### config.mk
export PLATFORM = sky130hd
export DESIGN_NAME = hid_descriptor_usage_builder_core
export DESIGN_NICKNAME = d
export VERILOG_FILES = /design/src/hidub_pkg.sv /design/src/hidub_ram.sv /design/src/hidub_div.sv /design/src/hidub_ctrl.sv /design/src/hidub_dp.sv /design/src/hid_descriptor_usage_builder_core.sv
export SDC_FILE = /design/constraint.sdc
export NUM_CORES = 2
export LEC_CHECK = 0
export BUFFER_PORTS_ARGS = -buffer_cell sky130_fd_sc_hd__buf_2
export CAP_MARGIN = 20
export CORE_ASPECT_RATIO = 0.7
export CORE_MARGIN = 1
export CORE_UTILIZATION = 47
export CTS_CLUSTER_SIZE = 30
export DETAILED_ROUTE_END_ITERATION = 8
export HOLD_SLACK_MARGIN = 0.05
export PLACE_DENSITY = 0.72
export SLEW_MARGIN = 20
export SYNTH_ARGS = -nofsm -noshare
export SYNTH_HDL_FRONTEND = slang
export SYNTH_SLANG_ARGS = --single-unit
export TNS_END_PERCENT = 10
### constraint.sdc
create_clock -name aclk -period 3.39 [get_ports aclk]
set_clock_uncertainty 0.1 [all_clocks]
set_input_delay 0.339 -clock aclk [delete_from_list [all_inputs] [get_ports aclk]]
set_output_delay 0.339 -clock aclk [all_outputs]
set_load 0.02 [all_outputs]
### src/hidub_pkg.sv
// Package: shared types, codes and constants of the HID usage builder.
package hidub_pkg;

    localparam logic [4:0] FN_PAGE    = 5'd0;
    localparam logic [4:0] FN_USAGE   = 5'd1;
    localparam logic [4:0] FN_UMIN    = 5'd2;
    localparam logic [4:0] FN_UMAX    = 5'd3;
    localparam logic [4:0] FN_REPID   = 5'd4;
    localparam logic [4:0] FN_LMIN    = 5'd5;
    localparam logic [4:0] FN_LMAX    = 5'd6;
    localparam logic [4:0] FN_PMIN    = 5'd7;
    localparam logic [4:0] FN_PMAX    = 5'd8;
    localparam logic [4:0] FN_EXP     = 5'd9;
    localparam logic [4:0] FN_UNIT    = 5'd10;
    localparam logic [4:0] FN_SIZE    = 5'd11;
    localparam logic [4:0] FN_COUNT   = 5'd12;
    localparam logic [4:0] FN_INPUT   = 5'd13;
    localparam logic [4:0] FN_OUTPUT  = 5'd14;
    localparam logic [4:0] FN_FEATURE = 5'd15;
    localparam logic [4:0] FN_COLL    = 5'd16;
    localparam logic [4:0] FN_ENDCOLL = 5'd17;

    localparam logic [2:0] KIND_UNKNOWN = 3'd0;
    localparam logic [2:0] KIND_DESKTOP = 3'd1;
    localparam logic [2:0] KIND_BUTTON  = 3'd2;
    localparam logic [2:0] KIND_VENDOR  = 3'd3;
    localparam logic [2:0] KIND_PADDING = 3'd4;
    localparam logic [2:0] KIND_REPID   = 3'd5;

    localparam logic [31:0] PAGE_DESKTOP = 32'h0000_0001;
    localparam logic [31:0] PAGE_BUTTON  = 32'h0000_0009;
    localparam logic [31:0] PAGE_VENDOR  = 32'h0000_FF00;
    localparam logic [31:0] REPID_BITS   = 32'd8;
    localparam logic [31:0] COLL_APP     = 32'd1;

    typedef struct packed {
        logic [4:0]  func;
        logic [31:0] item_value;
    } in_item_t;

    typedef struct packed {
        logic [7:0]  report_number;
        logic [2:0]  usage_kind;
        logic [31:0] usage_low;
        logic [31:0] usage_high;
        logic [1:0]  io_kind;
        logic [31:0] logical_low;
        logic [31:0] logical_high;
        logic [31:0] unit_code;
        logic [31:0] unit_power;
        logic [31:0] field_bits;
        logic [31:0] field_count;
        logic        last;
    } out_item_t;

    typedef enum logic [3:0] {
        ST_IDLE,
        ST_DECODE,
        ST_BOUND,
        ST_DIV,
        ST_REPID,
        ST_RD,
        ST_RDWAIT,
        ST_EMIT
    } state_t;

    // Controller to datapath.
    typedef struct packed {
        logic load;       // capture the input item
        logic simple;     // apply a global or usage item
        logic pad;        // push padding (main) or empty usage (bounds) if list empty
        logic bound_wr;   // write the bound into entry idx
        logic idx_clr;
        logic idx_inc;
        logic div_start;
        logic rd;         // issue a list read at idx
        logic out_repid;  // load the report-id record into the output register
        logic out_list;   // load a list record into the output register
        logic clr_list;
    } dp_cmd_t;

    // Datapath to controller.
    typedef struct packed {
        logic is_bound;
        logic is_main;
        logic is_coll;
        logic list_empty;
        logic idx_at_end;  // idx is the last pending entry
        logic div_done;
        logic repid_pend;
        logic out_full;
    } dp_sts_t;

endpackage

### src/hidub_ram.sv
// Generic single-port-write RAM with registered read.
module hidub_ram #(
    parameter int WIDTH = 8,
    parameter int DEPTH = 16
) (
    input  logic                     aclk,
    input  logic                     we,
    input  logic [$clog2(DEPTH)-1:0] waddr,
    input  logic [WIDTH-1:0]         wdata,
    input  logic [$clog2(DEPTH)-1:0] raddr,
    output logic [WIDTH-1:0]         rdata
);
    logic [WIDTH-1:0] mem [DEPTH];

    always_ff @(posedge aclk) begin
        if (we) begin
            mem[waddr] <= wdata;
        end
        rdata <= mem[raddr];
    end
endmodule

### src/hidub_div.sv
// Restoring divider, one quotient bit a cycle.
module hidub_div #(
    parameter int DW = 6
) (
    input  logic          aclk,
    input  logic          aresetn,
    input  logic          start,
    input  logic [31:0]   dividend,
    input  logic [DW-1:0] divisor,
    output logic [31:0]   quotient,
    output logic          done
);
    logic [31:0]   quo_reg, quo_next;
    logic [DW:0]   rem_reg, rem_next;
    logic [DW-1:0] dsr_reg, dsr_next;
    logic [5:0]    cnt_reg, cnt_next;
    logic          busy_reg, busy_next;
    logic [DW:0]   trial;

    always_comb begin
        quo_next  = quo_reg;
        rem_next  = rem_reg;
        dsr_next  = dsr_reg;
        cnt_next  = cnt_reg;
        busy_next = busy_reg;
        trial     = {rem_reg[DW-1:0], quo_reg[31]};
        if (start) begin
            quo_next  = dividend;
            rem_next  = '0;
            dsr_next  = divisor;
            cnt_next  = 6'd32;
            busy_next = 1'b1;
        end else if (busy_reg) begin
            if (trial >= {1'b0, dsr_reg}) begin
                rem_next = trial - {1'b0, dsr_reg};
                quo_next = {quo_reg[30:0], 1'b1};
            end else begin
                rem_next = trial;
                quo_next = {quo_reg[30:0], 1'b0};
            end
            cnt_next = cnt_reg - 6'd1;
            if (cnt_reg == 6'd1) begin
                busy_next = 1'b0;
            end
        end
    end

    always_ff @(posedge aclk) begin
        if (!aresetn) begin
            busy_reg <= 1'b0;
            cnt_reg  <= '0;
        end else begin
            busy_reg <= busy_next;
            cnt_reg  <= cnt_next;
        end
        quo_reg <= quo_next;
        rem_reg <= rem_next;
        dsr_reg <= dsr_next;
    end

    assign quotient = quo_reg;
    assign done     = !busy_reg && !start;
endmodule

### src/hidub_ctrl.sv
// Controller state machine of the HID usage builder.
module hidub_ctrl (
    input  logic               aclk,
    input  logic               aresetn,
    input  logic               s_valid,
    output logic               s_ready,
    input  hidub_pkg::dp_sts_t sts,
    output hidub_pkg::dp_cmd_t cmd
);
    import hidub_pkg::*;

    state_t state_reg, state_next;

    always_comb begin
        state_next = state_reg;
        unique case (state_reg)
            ST_IDLE:   if (s_valid) state_next = ST_DECODE;
            ST_DECODE: begin
                if (sts.is_bound) state_next = ST_BOUND;
                else if (sts.is_main) state_next = ST_DIV;
                else if (sts.is_coll && !sts.list_empty) state_next = ST_RD;
                else state_next = ST_IDLE;
            end
            ST_BOUND:  if (sts.idx_at_end) state_next = ST_IDLE;
            ST_DIV:    if (sts.div_done) state_next = sts.repid_pend ? ST_REPID : ST_RD;
            ST_REPID:  if (!sts.out_full) state_next = ST_RD;
            ST_RD:     state_next = ST_RDWAIT;
            ST_RDWAIT: state_next = ST_EMIT;
            ST_EMIT: begin
                if (!sts.out_full) state_next = sts.idx_at_end ? ST_IDLE : ST_RD;
            end
            default:   state_next = ST_IDLE;
        endcase
    end

    always_comb begin
        cmd     = '0;
        s_ready = 1'b0;
        unique case (state_reg)
            ST_IDLE: begin
                s_ready  = 1'b1;
                cmd.load = s_valid;
            end
            ST_DECODE: begin
                cmd.simple  = 1'b1;
                cmd.pad     = sts.is_bound || sts.is_main;
                cmd.idx_clr = 1'b1;
            end
            ST_BOUND: begin
                cmd.bound_wr = 1'b1;
                cmd.idx_inc  = 1'b1;
            end
            ST_DIV: begin
                cmd.div_start = 1'b0;
            end
            ST_REPID:  cmd.out_repid = !sts.out_full;
            ST_RD:     cmd.rd = 1'b1;
            ST_RDWAIT: cmd.rd = 1'b0;
            ST_EMIT: begin
                cmd.out_list = !sts.out_full;
                cmd.idx_inc  = !sts.out_full;
                cmd.clr_list = !sts.out_full && sts.idx_at_end;
            end
            default: cmd = '0;
        endcase
        if (state_reg == ST_DECODE && sts.is_main) begin
            cmd.div_start = 1'b1;
        end
    end

    always_ff @(posedge aclk) begin
        if (!aresetn) begin
            state_reg <= ST_IDLE;
        end else begin
            state_reg <= state_next;
        end
    end

    assert property (@(posedge aclk) disable iff (!aresetn)
        (state_reg == ST_EMIT && !sts.out_full) |-> cmd.out_list)
        else $error("emit state did not load the output register");
    assert property (@(posedge aclk) disable iff (!aresetn)
        s_ready |-> state_reg == ST_IDLE)
        else $error("ready outside idle");
    assert property (@(posedge aclk) disable iff (!aresetn)
        (state_reg == ST_RD) |=> (state_reg == ST_RDWAIT))
        else $error("list read not followed by wait");
endmodule

### src/hidub_dp.sv
// Datapath: item state, usage list memories, divider and output register.
module hidub_dp #(
    parameter int MAX_USAGES = 16
) (
    input  logic                 aclk,
    input  logic                 aresetn,
    input  hidub_pkg::in_item_t  s_item,
    input  hidub_pkg::dp_cmd_t   cmd,
    output hidub_pkg::dp_sts_t   sts,
    output hidub_pkg::out_item_t m_item,
    output logic                 m_valid,
    input  logic                 m_ready
);
    import hidub_pkg::*;

    localparam int AW = (MAX_USAGES > 1) ? $clog2(MAX_USAGES) : 1;
    localparam int LW = $clog2(MAX_USAGES + 1);

    logic [4:0]    func_reg;
    logic [31:0]   val_reg;
    logic [2:0]    page_reg;
    logic [31:0]   repid_reg, llo_reg, lhi_reg, unit_reg, pow_reg, size_reg, cnt_reg;
    logic [7:0]    rnum_reg;
    logic [LW-1:0] len_reg, len_next;
    logic [LW-1:0] idx_reg;
    logic [1:0]    io;
    logic          out_v_reg;
    out_item_t     out_reg;

    logic [AW-1:0] waddr;
    logic [2:0]    wkind;
    logic [31:0]   wlo, whi;
    logic [2:0]    rkind;
    logic [31:0]   rlo, rhi;
    logic [31:0]   quo;
    logic          div_done;
    logic          do_push;
    logic [2:0]    push_kind;
    logic [31:0]   push_code;
    logic          is_main;

    assign is_main = func_reg == FN_INPUT || func_reg == FN_OUTPUT
                  || func_reg == FN_FEATURE;
    assign io = is_main ? 2'(func_reg - FN_COUNT) : 2'd0;

    // Usage pushes and bound writes share the memory write port.
    always_comb begin
        do_push   = 1'b0;
        push_kind = page_reg;
        push_code = val_reg;
        if (cmd.simple && func_reg == FN_USAGE) begin
            do_push = 1'b1;
        end
        if (cmd.pad && len_reg == '0) begin
            do_push   = 1'b1;
            push_code = '0;
            if (is_main) push_kind = KIND_PADDING;
        end
        do_push = do_push && (len_reg < LW'(MAX_USAGES));
        len_next = len_reg + LW'(do_push);
        waddr = cmd.bound_wr ? idx_reg[AW-1:0] : len_reg[AW-1:0];
        wkind = push_kind;
        wlo   = push_code;
        whi   = push_code;
    end

    // Kind is never changed by a bound write, so only the bounds are rewritten.
    logic [31:0] lo_wdata, hi_wdata;
    logic        lo_we, hi_we, kind_we;
    assign kind_we  = do_push;
    assign lo_we    = do_push || (cmd.bound_wr && func_reg == FN_UMIN);
    assign hi_we    = do_push || (cmd.bound_wr && func_reg == FN_UMAX);
    assign lo_wdata = cmd.bound_wr ? val_reg : wlo;
    assign hi_wdata = cmd.bound_wr ? val_reg : whi;

    hidub_ram #(.WIDTH(3), .DEPTH(1 << AW)) u_kind (
        .aclk(aclk), .we(kind_we), .waddr(waddr), .wdata(wkind),
        .raddr(idx_reg[AW-1:0]), .rdata(rkind));
    hidub_ram #(.WIDTH(32), .DEPTH(1 << AW)) u_lo (
        .aclk(aclk), .we(lo_we), .waddr(waddr), .wdata(lo_wdata),
        .raddr(idx_reg[AW-1:0]), .rdata(rlo));
    hidub_ram #(.WIDTH(32), .DEPTH(1 << AW)) u_hi (
        .aclk(aclk), .we(hi_we), .waddr(waddr), .wdata(hi_wdata),
        .raddr(idx_reg[AW-1:0]), .rdata(rhi));

    // The divisor is the list length after any padding push.
    hidub_div #(.DW(LW)) u_div (
        .aclk(aclk), .aresetn(aresetn), .start(cmd.div_start),
        .dividend(cnt_reg), .divisor(len_next), .quotient(quo), .done(div_done));

    logic [2:0] page_map;
    always_comb begin
        if (val_reg == PAGE_DESKTOP) page_map = KIND_DESKTOP;
        else if (val_reg == PAGE_BUTTON) page_map = KIND_BUTTON;
        else if (val_reg == PAGE_VENDOR) page_map = KIND_VENDOR;
        else page_map = KIND_UNKNOWN;
    end

    logic div_wait_reg;

    always_ff @(posedge aclk) begin
        if (!aresetn) begin
            page_reg  <= KIND_UNKNOWN;
            repid_reg <= '0;
            rnum_reg  <= '0;
            llo_reg   <= '0;
            lhi_reg   <= '0;
            unit_reg  <= '0;
            pow_reg   <= '0;
            size_reg  <= '0;
            cnt_reg   <= '0;
            len_reg   <= '0;
            idx_reg   <= '0;
            out_v_reg <= 1'b0;
            div_wait_reg <= 1'b0;
        end else begin
            len_reg <= cmd.clr_list ? '0 : len_next;
            if (cmd.div_start) div_wait_reg <= 1'b1;
            if (div_wait_reg && div_done) begin
                cnt_reg      <= quo;
                div_wait_reg <= 1'b0;
            end
            if (cmd.simple) begin
                case (func_reg)
                    FN_PAGE:  page_reg  <= page_map;
                    FN_REPID: repid_reg <= val_reg;
                    FN_LMIN:  llo_reg   <= val_reg;
                    FN_LMAX:  lhi_reg   <= val_reg;
                    FN_EXP:   pow_reg   <= val_reg;
                    FN_UNIT:  unit_reg  <= val_reg;
                    FN_SIZE:  size_reg  <= val_reg;
                    FN_COUNT: cnt_reg   <= val_reg;
                    FN_COLL: begin
                        if (val_reg == COLL_APP && rnum_reg != 8'hFF) begin
                            rnum_reg <= rnum_reg + 8'd1;
                        end
                    end
                    default: ;
                endcase
            end
            if (cmd.idx_clr) idx_reg <= '0;
            else if (cmd.idx_inc) idx_reg <= idx_reg + LW'(1);
            if (cmd.out_repid) repid_reg <= '0;
            if (cmd.out_repid || cmd.out_list) out_v_reg <= 1'b1;
            else if (m_ready) out_v_reg <= 1'b0;
        end
        if (cmd.load) begin
            func_reg <= s_item.func;
            val_reg  <= s_item.item_value;
        end
        if (cmd.out_repid) begin
            out_reg <= '{report_number: rnum_reg, usage_kind: KIND_REPID,
                         usage_low: repid_reg, usage_high: repid_reg, io_kind: io,
                         logical_low: '0, logical_high: '0, unit_code: '0,
                         unit_power: '0, field_bits: REPID_BITS,
                         field_count: 32'd1, last: 1'b0};
        end else if (cmd.out_list) begin
            out_reg <= '{report_number: rnum_reg, usage_kind: rkind,
                         usage_low: rlo, usage_high: rhi, io_kind: io,
                         logical_low: is_main ? llo_reg : '0,
                         logical_high: is_main ? lhi_reg : '0,
                         unit_code: is_main ? unit_reg : '0,
                         unit_power: is_main ? pow_reg : '0,
                         field_bits: is_main ? size_reg : '0,
                         field_count: is_main ? cnt_reg : '0,
                         last: idx_reg + LW'(1) == len_reg};
        end
    end

    assign sts.is_bound   = func_reg == FN_UMIN || func_reg == FN_UMAX;
    assign sts.is_main    = is_main;
    assign sts.is_coll    = func_reg == FN_COLL;
    assign sts.list_empty = len_reg == '0;
    assign sts.idx_at_end = idx_reg + LW'(1) >= len_reg;
    assign sts.div_done   = div_done && !div_wait_reg;
    assign sts.repid_pend = repid_reg != '0;
    assign sts.out_full   = out_v_reg && !m_ready;

    assign m_item  = out_reg;
    assign m_valid = out_v_reg;

    assert property (@(posedge aclk) disable iff (!aresetn)
        len_reg <= LW'(MAX_USAGES))
        else $error("usage list overflow");
    assert property (@(posedge aclk) disable iff (!aresetn)
        cmd.clr_list |=> len_reg == '0)
        else $error("list not cleared after emission");
    assert property (@(posedge aclk) disable iff (!aresetn)
        (cmd.out_list || cmd.out_repid) |-> !(out_v_reg && !m_ready))
        else $error("output register overwritten while stalled");
endmodule

### src/hid_descriptor_usage_builder_core.sv
// Top level of the HID descriptor usage builder.
//  channel | direction | payload     | handshake
//  s_      | in        | in_item_t   | s_valid / s_ready
//  m_      | out       | out_item_t  | m_valid / m_ready
// A global or usage item passes through decode only; a usage min/max then writes
// the bound of each pending usage. An input, output or feature item waits for the
// bit-serial count division, emits a report-id record if one is pending, then reads each record from the list RAM.
// A collection item reads and emits each pending usage from the list RAM.
// Reset is synchronous on aresetn; the list RAMs need no clearing.
// A stalled result holds the emission until m_ready returns.
module hid_descriptor_usage_builder_core #(
    parameter int MAX_USAGES = 16
) (
    input  logic                 aclk,
    input  logic                 aresetn,
    input  logic                 s_valid,
    output logic                 s_ready,
    input  hidub_pkg::in_item_t  s_item,
    output logic                 m_valid,
    input  logic                 m_ready,
    output hidub_pkg::out_item_t m_item
);
    import hidub_pkg::*;

    dp_cmd_t cmd;
    dp_sts_t sts;

    hidub_ctrl u_ctrl (
        .aclk(aclk), .aresetn(aresetn), .s_valid(s_valid), .s_ready(s_ready),
        .sts(sts), .cmd(cmd));

    hidub_dp #(.MAX_USAGES(MAX_USAGES)) u_dp (
        .aclk(aclk), .aresetn(aresetn), .s_item(s_item), .cmd(cmd), .sts(sts),
        .m_item(m_item), .m_valid(m_valid), .m_ready(m_ready));
endmodule
Yosys cells after proc, flatten, opt, wreduce, memory -nomap -nowiden
Memories as Yosys holds them, arrays and structs flattened. A register that Yosys moved wholly into a read port is not among the register bits.
Cells that the tools add are included.
{ "totals": {"reg_bits": 607, "mem_bits_rw": 1072, "inputBits": 41, "elab_cells": 185, "mem_count": 3} }
{ "mem_list": {"columns": ["name", "words", "width", "rd", "rd_ports_with_merged_regs", "write_ports", "line_no", "text"], "rows": [
  ["u_dp.u_hi.mem", 16, 32, 1, 1, 1, "hidub_ram.sv:13", "logic [WIDTH-1:0] mem [DEPTH];"],
  ["u_dp.u_lo.mem", 16, 32, 1, 1, 1, "hidub_ram.sv:13", null],
  ["u_dp.u_kind.mem", 16, 3, 1, 1, 1, "hidub_ram.sv:13", null]
]} }
{ "classes": {"addsub": 6, "order_cmp": 3, "eq_ne": 32, "mux": 59, "bitwise": 1, "n_reduce_logical": 47} }
{ "ops": {"columns": ["op", "count"], "rows": [
  ["$mux W270", 2],
  ["$mux W32", 13],
  ["$eq A5 B4 Y1 const B", 7],
  ["$eq A32 B1 Y1 const B", 1],
  ["$eq A32 B16 Y1 const B", 1],
  ["$eq A32 B4 Y1 const B", 1],
  ["$mux W4", 8],
  ["$pmux W4 S8", 1],
  ["$reduce_bool A32 Y1", 1],
  ["$mux W1", 21],
  ["$mux W3", 6],
  ["$eq A4 B3 Y1 const B", 4],
  ["$eq A5 B3 Y1 const B", 3],
  ["$reduce_and A2 Y1", 7],
  ["$logic_and A1 B1 Y1", 13],
  ["$mux W6", 2],
  ["$eq A5 B2 Y1 const B", 2],
  ["$logic_not A5 Y1", 2],
  ["$reduce_or A2 Y1", 5],
  ["$add A8 B1 Y8 const B", 1],
  ["$eq A4 B2 Y1 const B", 2],
  ["$mux W2", 4],
  ["$ne A2 B2 Y1 const B", 4],
  ["$ne A8 B8 Y1 const B", 1],
  ["23 further kinds", 36]
]} }

Longest topological paths before layout
{ "logic_depth": {"ltp_word": 12, "ltp_mapped": 12, "mapped_depth_nobuf": 10} }

Modules after synthesis
Synthesis repeated with hierarchy kept, for this count alone.
{ "hier_totals": {"cells_unflattened": 3928, "area_unflattened_um2": 64082.7} }
{ "modules_own_cells": {"columns": ["module", "n_inst", "cells_each", "area_each_um2"], "rows": [
  ["hidub_ram (u_dp.u_lo)", 1, 838, 19854.0],
  ["hidub_ram (u_dp.u_hi)", 1, 838, 19835.3],
  ["hidub_dp", 1, 1937, 19726.4],
  ["hidub_div", 1, 165, 2297.2],
  ["hidub_ram (u_dp.u_kind)", 1, 103, 2011.9],
  ["hidub_ctrl", 1, 47, 357.8]
]} }

Least setup slack after synthesis
Ideal clock, no wire load.
{ "synth_path": {"kind": "register to register", "from": "reg u_ctrl.state_reg[1]", "to": "mem u_dp.u_hi.mem[2][0] (enable)", "setup_time_ns": 0.421, "arrival_ns": 3.100, "slack_ns": -0.232, "stages_incl_launch_ff": 7, "n_path_buf": 1, "synth_period_minus_slack_ns": 3.622, "path_cell_list": "dfxtp_1 clkbuf_1 or3b_1 or3_1 o21ai_0 nand2_1 nor2_1"} }
{ "synth_via": {"elab_chain_cells": 9, "elab_cells_between_ends": 14, "cone_classes": "eq/ne (2); mux (7); reduce/logical (5)"} }
{ "synth_lines": {"columns": ["element", "line_no", "text"], "rows": [
  ["from (decl)", "hidub_ctrl.sv:12", "state_t state_reg, state_next;"],
  ["from (signal assigned)", "hidub_ctrl.sv:75", "state_reg <= state_next;"],
  ["$eq A4 B1 Y1", "hidub_ctrl.sv:39", "unique case (state_reg)"],
  ["$mux W2", "hidub_ctrl.sv:39", null],
  ["$logic_and A1 B1 Y1", "hidub_dp.sv:51", "if (cmd.simple && func_reg == FN_USAGE) begin"],
  ["$mux W1", "hidub_dp.sv:51", null],
  ["$mux W1", "hidub_dp.sv:54", "if (cmd.pad && len_reg == '0) begin"],
  ["$logic_and A1 B1 Y1", "hidub_dp.sv:59", "do_push = do_push && (len_reg < LW'(MAX_USAGES));"],
  ["$logic_or A1 B1 Y1", "hidub_dp.sv:72", "assign hi_we = do_push || (cmd.bound_wr && func_reg == FN_UMAX);"],
  ["$mux W1", "hidub_ram.sv:16", "if (we) begin"],
  ["$mux W1 (not written as such)", "hidub_ram.sv:17", "mem[waddr] <= wdata;"],
  ["to (decl)", "hidub_ram.sv:13", null]
]} }
Several ways; a longest one is shown, not always the timed one.

Worst setup path after layout
{ "layout_path": {"from": "reg u_dp.func_reg[2]", "to": "mem u_dp.u_hi.mem[7][23] (enable)"} }
{ "layout_via": {"elab_chain_cells": 11, "elab_cells_between_ends": 20, "cone_classes": "eq/ne (6); mux (5); reduce/logical (9)"} }
{ "layout_lines": {"columns": ["element", "line_no", "text"], "rows": [
  ["from (decl)", "hidub_dp.sv:19", "logic [4:0] func_reg;"],
  ["from (signal assigned)", "hidub_dp.sv:148", "func_reg <= s_item.func;"],
  ["$eq A5 B4 Y1", "hidub_dp.sv:42", "assign is_main = func_reg == FN_INPUT || func_reg == FN_OUTPUT"],
  ["$logic_or A1 B1 Y1", "hidub_dp.sv:42", null],
  ["$logic_or A1 B1 Y1", "hidub_dp.sv:43", "|| func_reg == FN_FEATURE;"],
  ["$logic_or A1 B1 Y1", "hidub_ctrl.sv:46", "cmd.pad = sts.is_bound || sts.is_main;"],
  ["$mux W2", "hidub_ctrl.sv:39", null],
  ["$logic_and A1 B1 Y1", "hidub_dp.sv:54", null],
  ["$mux W1", "hidub_dp.sv:54", null],
  ["$logic_and A1 B1 Y1", "hidub_dp.sv:59", null],
  ["$logic_or A1 B1 Y1 *", "hidub_dp.sv:72", null],
  ["$mux W1 *", "hidub_ram.sv:16", null],
  ["$mux W1 (not written as such) *", "hidub_ram.sv:17", null]
]} }
Every way passes the cells marked *; elsewhere a longest branch is shown, timed or not.

==> results.py <==
metrics = {
    "grt": {
        "grt.overflow.total": 0,
        "antenna_found_initial": 11,
        "grt.met3_usage_pct": 5.35,
        "grt_pass1_vias": 35185,
        "busiest_layer": "met2",
        "grt_util_met1_pct": 36.7,
        "grt_pass1_wl_um": 252000,
        "grt_use_total_pct": 25.2,
        "grt_max_degree": 192,
        "met2_usage_pct": 37.3,
    },
    "final_layout": {
        "final_layout_size_suffix_gt1_share_pct": 26.2,
        "syn_to_final_growth_pct": 17.0,
        "fin_area_sq_um": 75000,
        "nets": 4295,
        "utilization_pct": 55.9,
        "final_cells": 6149,
    },
    "route": {
        "drc": 0,
        "drtAntennaViolNets": 0,
        "wire_per_inst_um": 28.5,
        "drtIter0Drc": 5331,
        "vias": 37402,
        "drt-vias-per-instance": 6.08,
        "dr.pass1.iters": 7,
        "finalWirelength_um": 175000,
    },
    "cts": {
        "cts_hold_buf": 40,
        "cts_tree": "built",
        "cts_buffers": 158,
        "cts_setup_buffers": 0,
        "cts_max_level": 4,
        "clkLatencyLatePin_ns": 0.81,
        "clock-root-buffer": "clkbuf_16",
        "cts.repair.resized": 0,
        "clockBufferDepth": 3,
        "clkTransAtPathRegs_ns": 0.07,
        "clock_sinks": 1744,
    },
    "sta": {
        "setup_tns_ns": 0,
        "min_period_ns": 3.14,
        "worst_pin_slew_ns": 1.11,
        "fmax_mhz": 318,
        "fin_hold_ws_ns": 0.142,
        "rsz0062_at_grt": "no",
        "slew_headroom_pct": 26.0,
        "fin_ws_ns": 0.247,
        "fin_crit_sh_pct": 92.7,
        "finalSetupViolCount": 0,
        "hold_viol": 0,
        "drv_slew": 0,
    },
    "floorplan": {
        "chipWidth_um": 443,
        "ios": 313,
        "die_h_um": 311,
        "start_util_pct": 47.7,
        "core_sq_um": 134000,
        "rows": 112,
        "dieArea_sq_um": 138000,
    },
    "worst_setup_path": {
        "crit_path_frequent_cell": "buf_4",
        "reg2reg_from": "u_dp.func_reg[2]",
        "crit_slowest_cell": "a31oi_4",
        "cp_top_family": "compound AO/OA/AOI/OAI gates",
        "regToRegSetupSlack_ns": 0.25,
        "rr_worst_depth": 8,
        "crit_path_max_fanout": 32,
        "reg2reg_to": "u_dp.u_hi.mem[7][23]",
        "cp-start-kind": "register",
        "crit_arrival_ns": 3.53,
        "cp-end-kind": "register",
        "required_ns": 3.78,
        "crit_chain": "and3_1 > a21oi_1 > nor4_1 > buf_4 > a31oi_4 > buf_4 > nor2_4 > buf_12",
        "crit_buf_inv": 3,
        "cpPeakStageDelay_ns": 0.62,
        "setup.worst_path.class": "register to register",
    },
    "pwr": {
        "p_int_mw": 34.2,
        "seqPwrFrac_pct": 53.4,
        "ir_worst_vdd_v": 0.000587,
        "switching_share_pct": 21.3,
        "finalPower_mw": 43.5,
        "leakagePower_nw": 25.0,
        "p_sw_mw": 9.27,
        "power_frac_clock_pct": 43.2,
        "combinationalPowerShare_pct": 3.4,
        "powerDensity_nw_per_um2": 580,
    },
    "run": {
        "drv_cap": 0,
    },
    "synth": {
        "syn_nets": 3880,
        "syn_avg_cell_area_sq_um": 16.8,
        "synth_top_area_cell": "edfxtp_1",
        "seq_area_frac_synth_pct": 73.5,
        "syn_area_sq_um": 64100,
        "ys.flop_type": "edfxtp_1",
        "synth_edf_count": 1220,
        "synth-warning-count": 0,
        "synth_cells": 3822,
        "synth_top_area_share_pct": 57.2,
        "synth.area.top_cells": "edfxtp_1 57%, dfxtp_1 16%, mux4_2 12%, a22o_1 3.5%, nand2_1 3.1%",
        "synth-seq-cells": 1744,
        "synth_cell_type_count": 60,
        "async_flop_share_pct": 0,
    },
    "place": {
        "post_dp_cell_area_sq_um": 69000,
        "place_hpwl_um": 105000,
        "io_buffers": 312,
        "pre_cts_slack_ns": 0.360,
        "place_inst": 5804,
        "routabilityCongestion": 0.903,
    },
    "worst_hold_path": {
        "min_path_type": "input port to register",
        "hold-path-cell-count": 2,
        "hold_path_end": "u_dp.val_reg[7]",
        "worst_hold_startpoint": "s_item[7]",
    },
    "run_status": {
        "outcome": "finished, final reports clean",
    },
}
==> per-layer routing <==
layer	vias up	wire (um)	share of wire (%)
li1	15600	-	-
met1	19048	69300	40
met2	2373	79400	45
met3	381	19800	11
met4	0	6670	3.8
met5	-	0	0
==> synth_stat cells (3+ instances only) <==
cell and instances:
nor2_1 147, o31ai_1 7, mux4_2 335, nand3_1 29, and3_1 12, xnor2_1 10, nor2b_1 41, ha_1 16
or3_1 5, xor2_1 7, a311oi_1 31, and2_1 14, or4_1 5, nor3_1 13, buf_1 16, edfxtp_1 1220
o21ai_0 19, mux2i_1 38, clkbuf_1 204, a22o_1 254, nand4_1 7, dfxtp_1 524, buf_6 5, nand3b_1 6
nor4_1 18, nand2b_1 8, a211oi_1 4, nor4_2 4, inv_1 22, nor3b_1 3, buf_2 43, buf_4 3
nand2_1 533, a21oi_1 185
==> worst max-delay path by stage <==
stage                              startpoint              endpoint  slack (ns)  depth (start not counted)
after global routing         u_dp.func_reg[2]  u_dp.u_hi.mem[4][22]        0.14                          8
after floorplan           u_ctrl.state_reg[1]   u_dp.u_hi.mem[2][0]       -0.23                          6
after global placement        u_dp.len_reg[2]  u_dp.u_lo.mem[8][17]        0.35                          8
after CTS                    u_dp.func_reg[2]   u_dp.u_hi.mem[0][4]        0.29                          6
after detailed placement     u_dp.func_reg[2]   u_dp.u_hi.mem[6][4]        0.36                          6
final                        u_dp.func_reg[2]  u_dp.u_hi.mem[7][23]        0.25                          8
==> layout make-up <==
type | instances | area, sq um
Timing Repair Buffer | 526 | 3790
Multi-Input combinational cell | 1784 | 16200
Inverter | 23 | 92.6
Antenna cell | 9 | 22.5
Sequential cell | 1744 | 47100
Fill cell | 10073 | 59300
Clock buffer | 228 | 4490
Tap cell | 1767 | 2210
Clock inverter | 68 | 993
==> logic make-up (layout without fill, tap and decap cells) <==
kind of cell             Yosys count  in the layout  synth area share [%]
flip-flops                      1744           1744                  73.5
AND/OR/NAND/NOR                  858            858                  5.77
AO/OA/AOI/OAI                    518            518                  5.85
multiplexers                     374            374                  12.4
buffers and inverters            294            845                  1.88
adder cells (fa/ha/maj)           17             17                 0.344
XOR/XNOR                          17             17                 0.232
other                              0              9                     0
==> power by group through the flow <==
stage / sequential, mW / combinational, mW / clock (mW)
3_3_place_gp: 23.7 / 1.34 / 0
2_1_floorplan: 23.6 / 0.767 / 0
4_1_cts: 23.2 / 1.43 / 19.0
6_report: 23.2 / 1.47 / 18.8
3_5_place_dp: 23.7 / 1.37 / 0
5_1_grt: 23.2 / 1.55 / 19.8
==> worst reg2reg max path, cell delays in order (launching register included) <==
cell	delay, ns
edfxtp_1	0.51
and3_1	0.24
a21oi_1	0.35
nor4_1	0.11
buf_4	0.17
a31oi_4	0.62
buf_4	0.40
nor2_4	0.06
buf_12	0.23
==> cell usage in the layout, fill, tap and decap left out, types with 40 or more instances in the layout <==
cell / count
nor2_1: 111
buf_4: 132
a21oi_1: 185
dfxtp_1: 520
edfxtp_1: 1220
clkbuf_1: 48
a22o_1: 254
dlygate4sd3_1: 40
buf_12: 41
buf_2: 312
clkbuf_16: 163
mux4_2: 335
nand2_1: 532
Note: power is estimated with default switching activity, not from simulation.
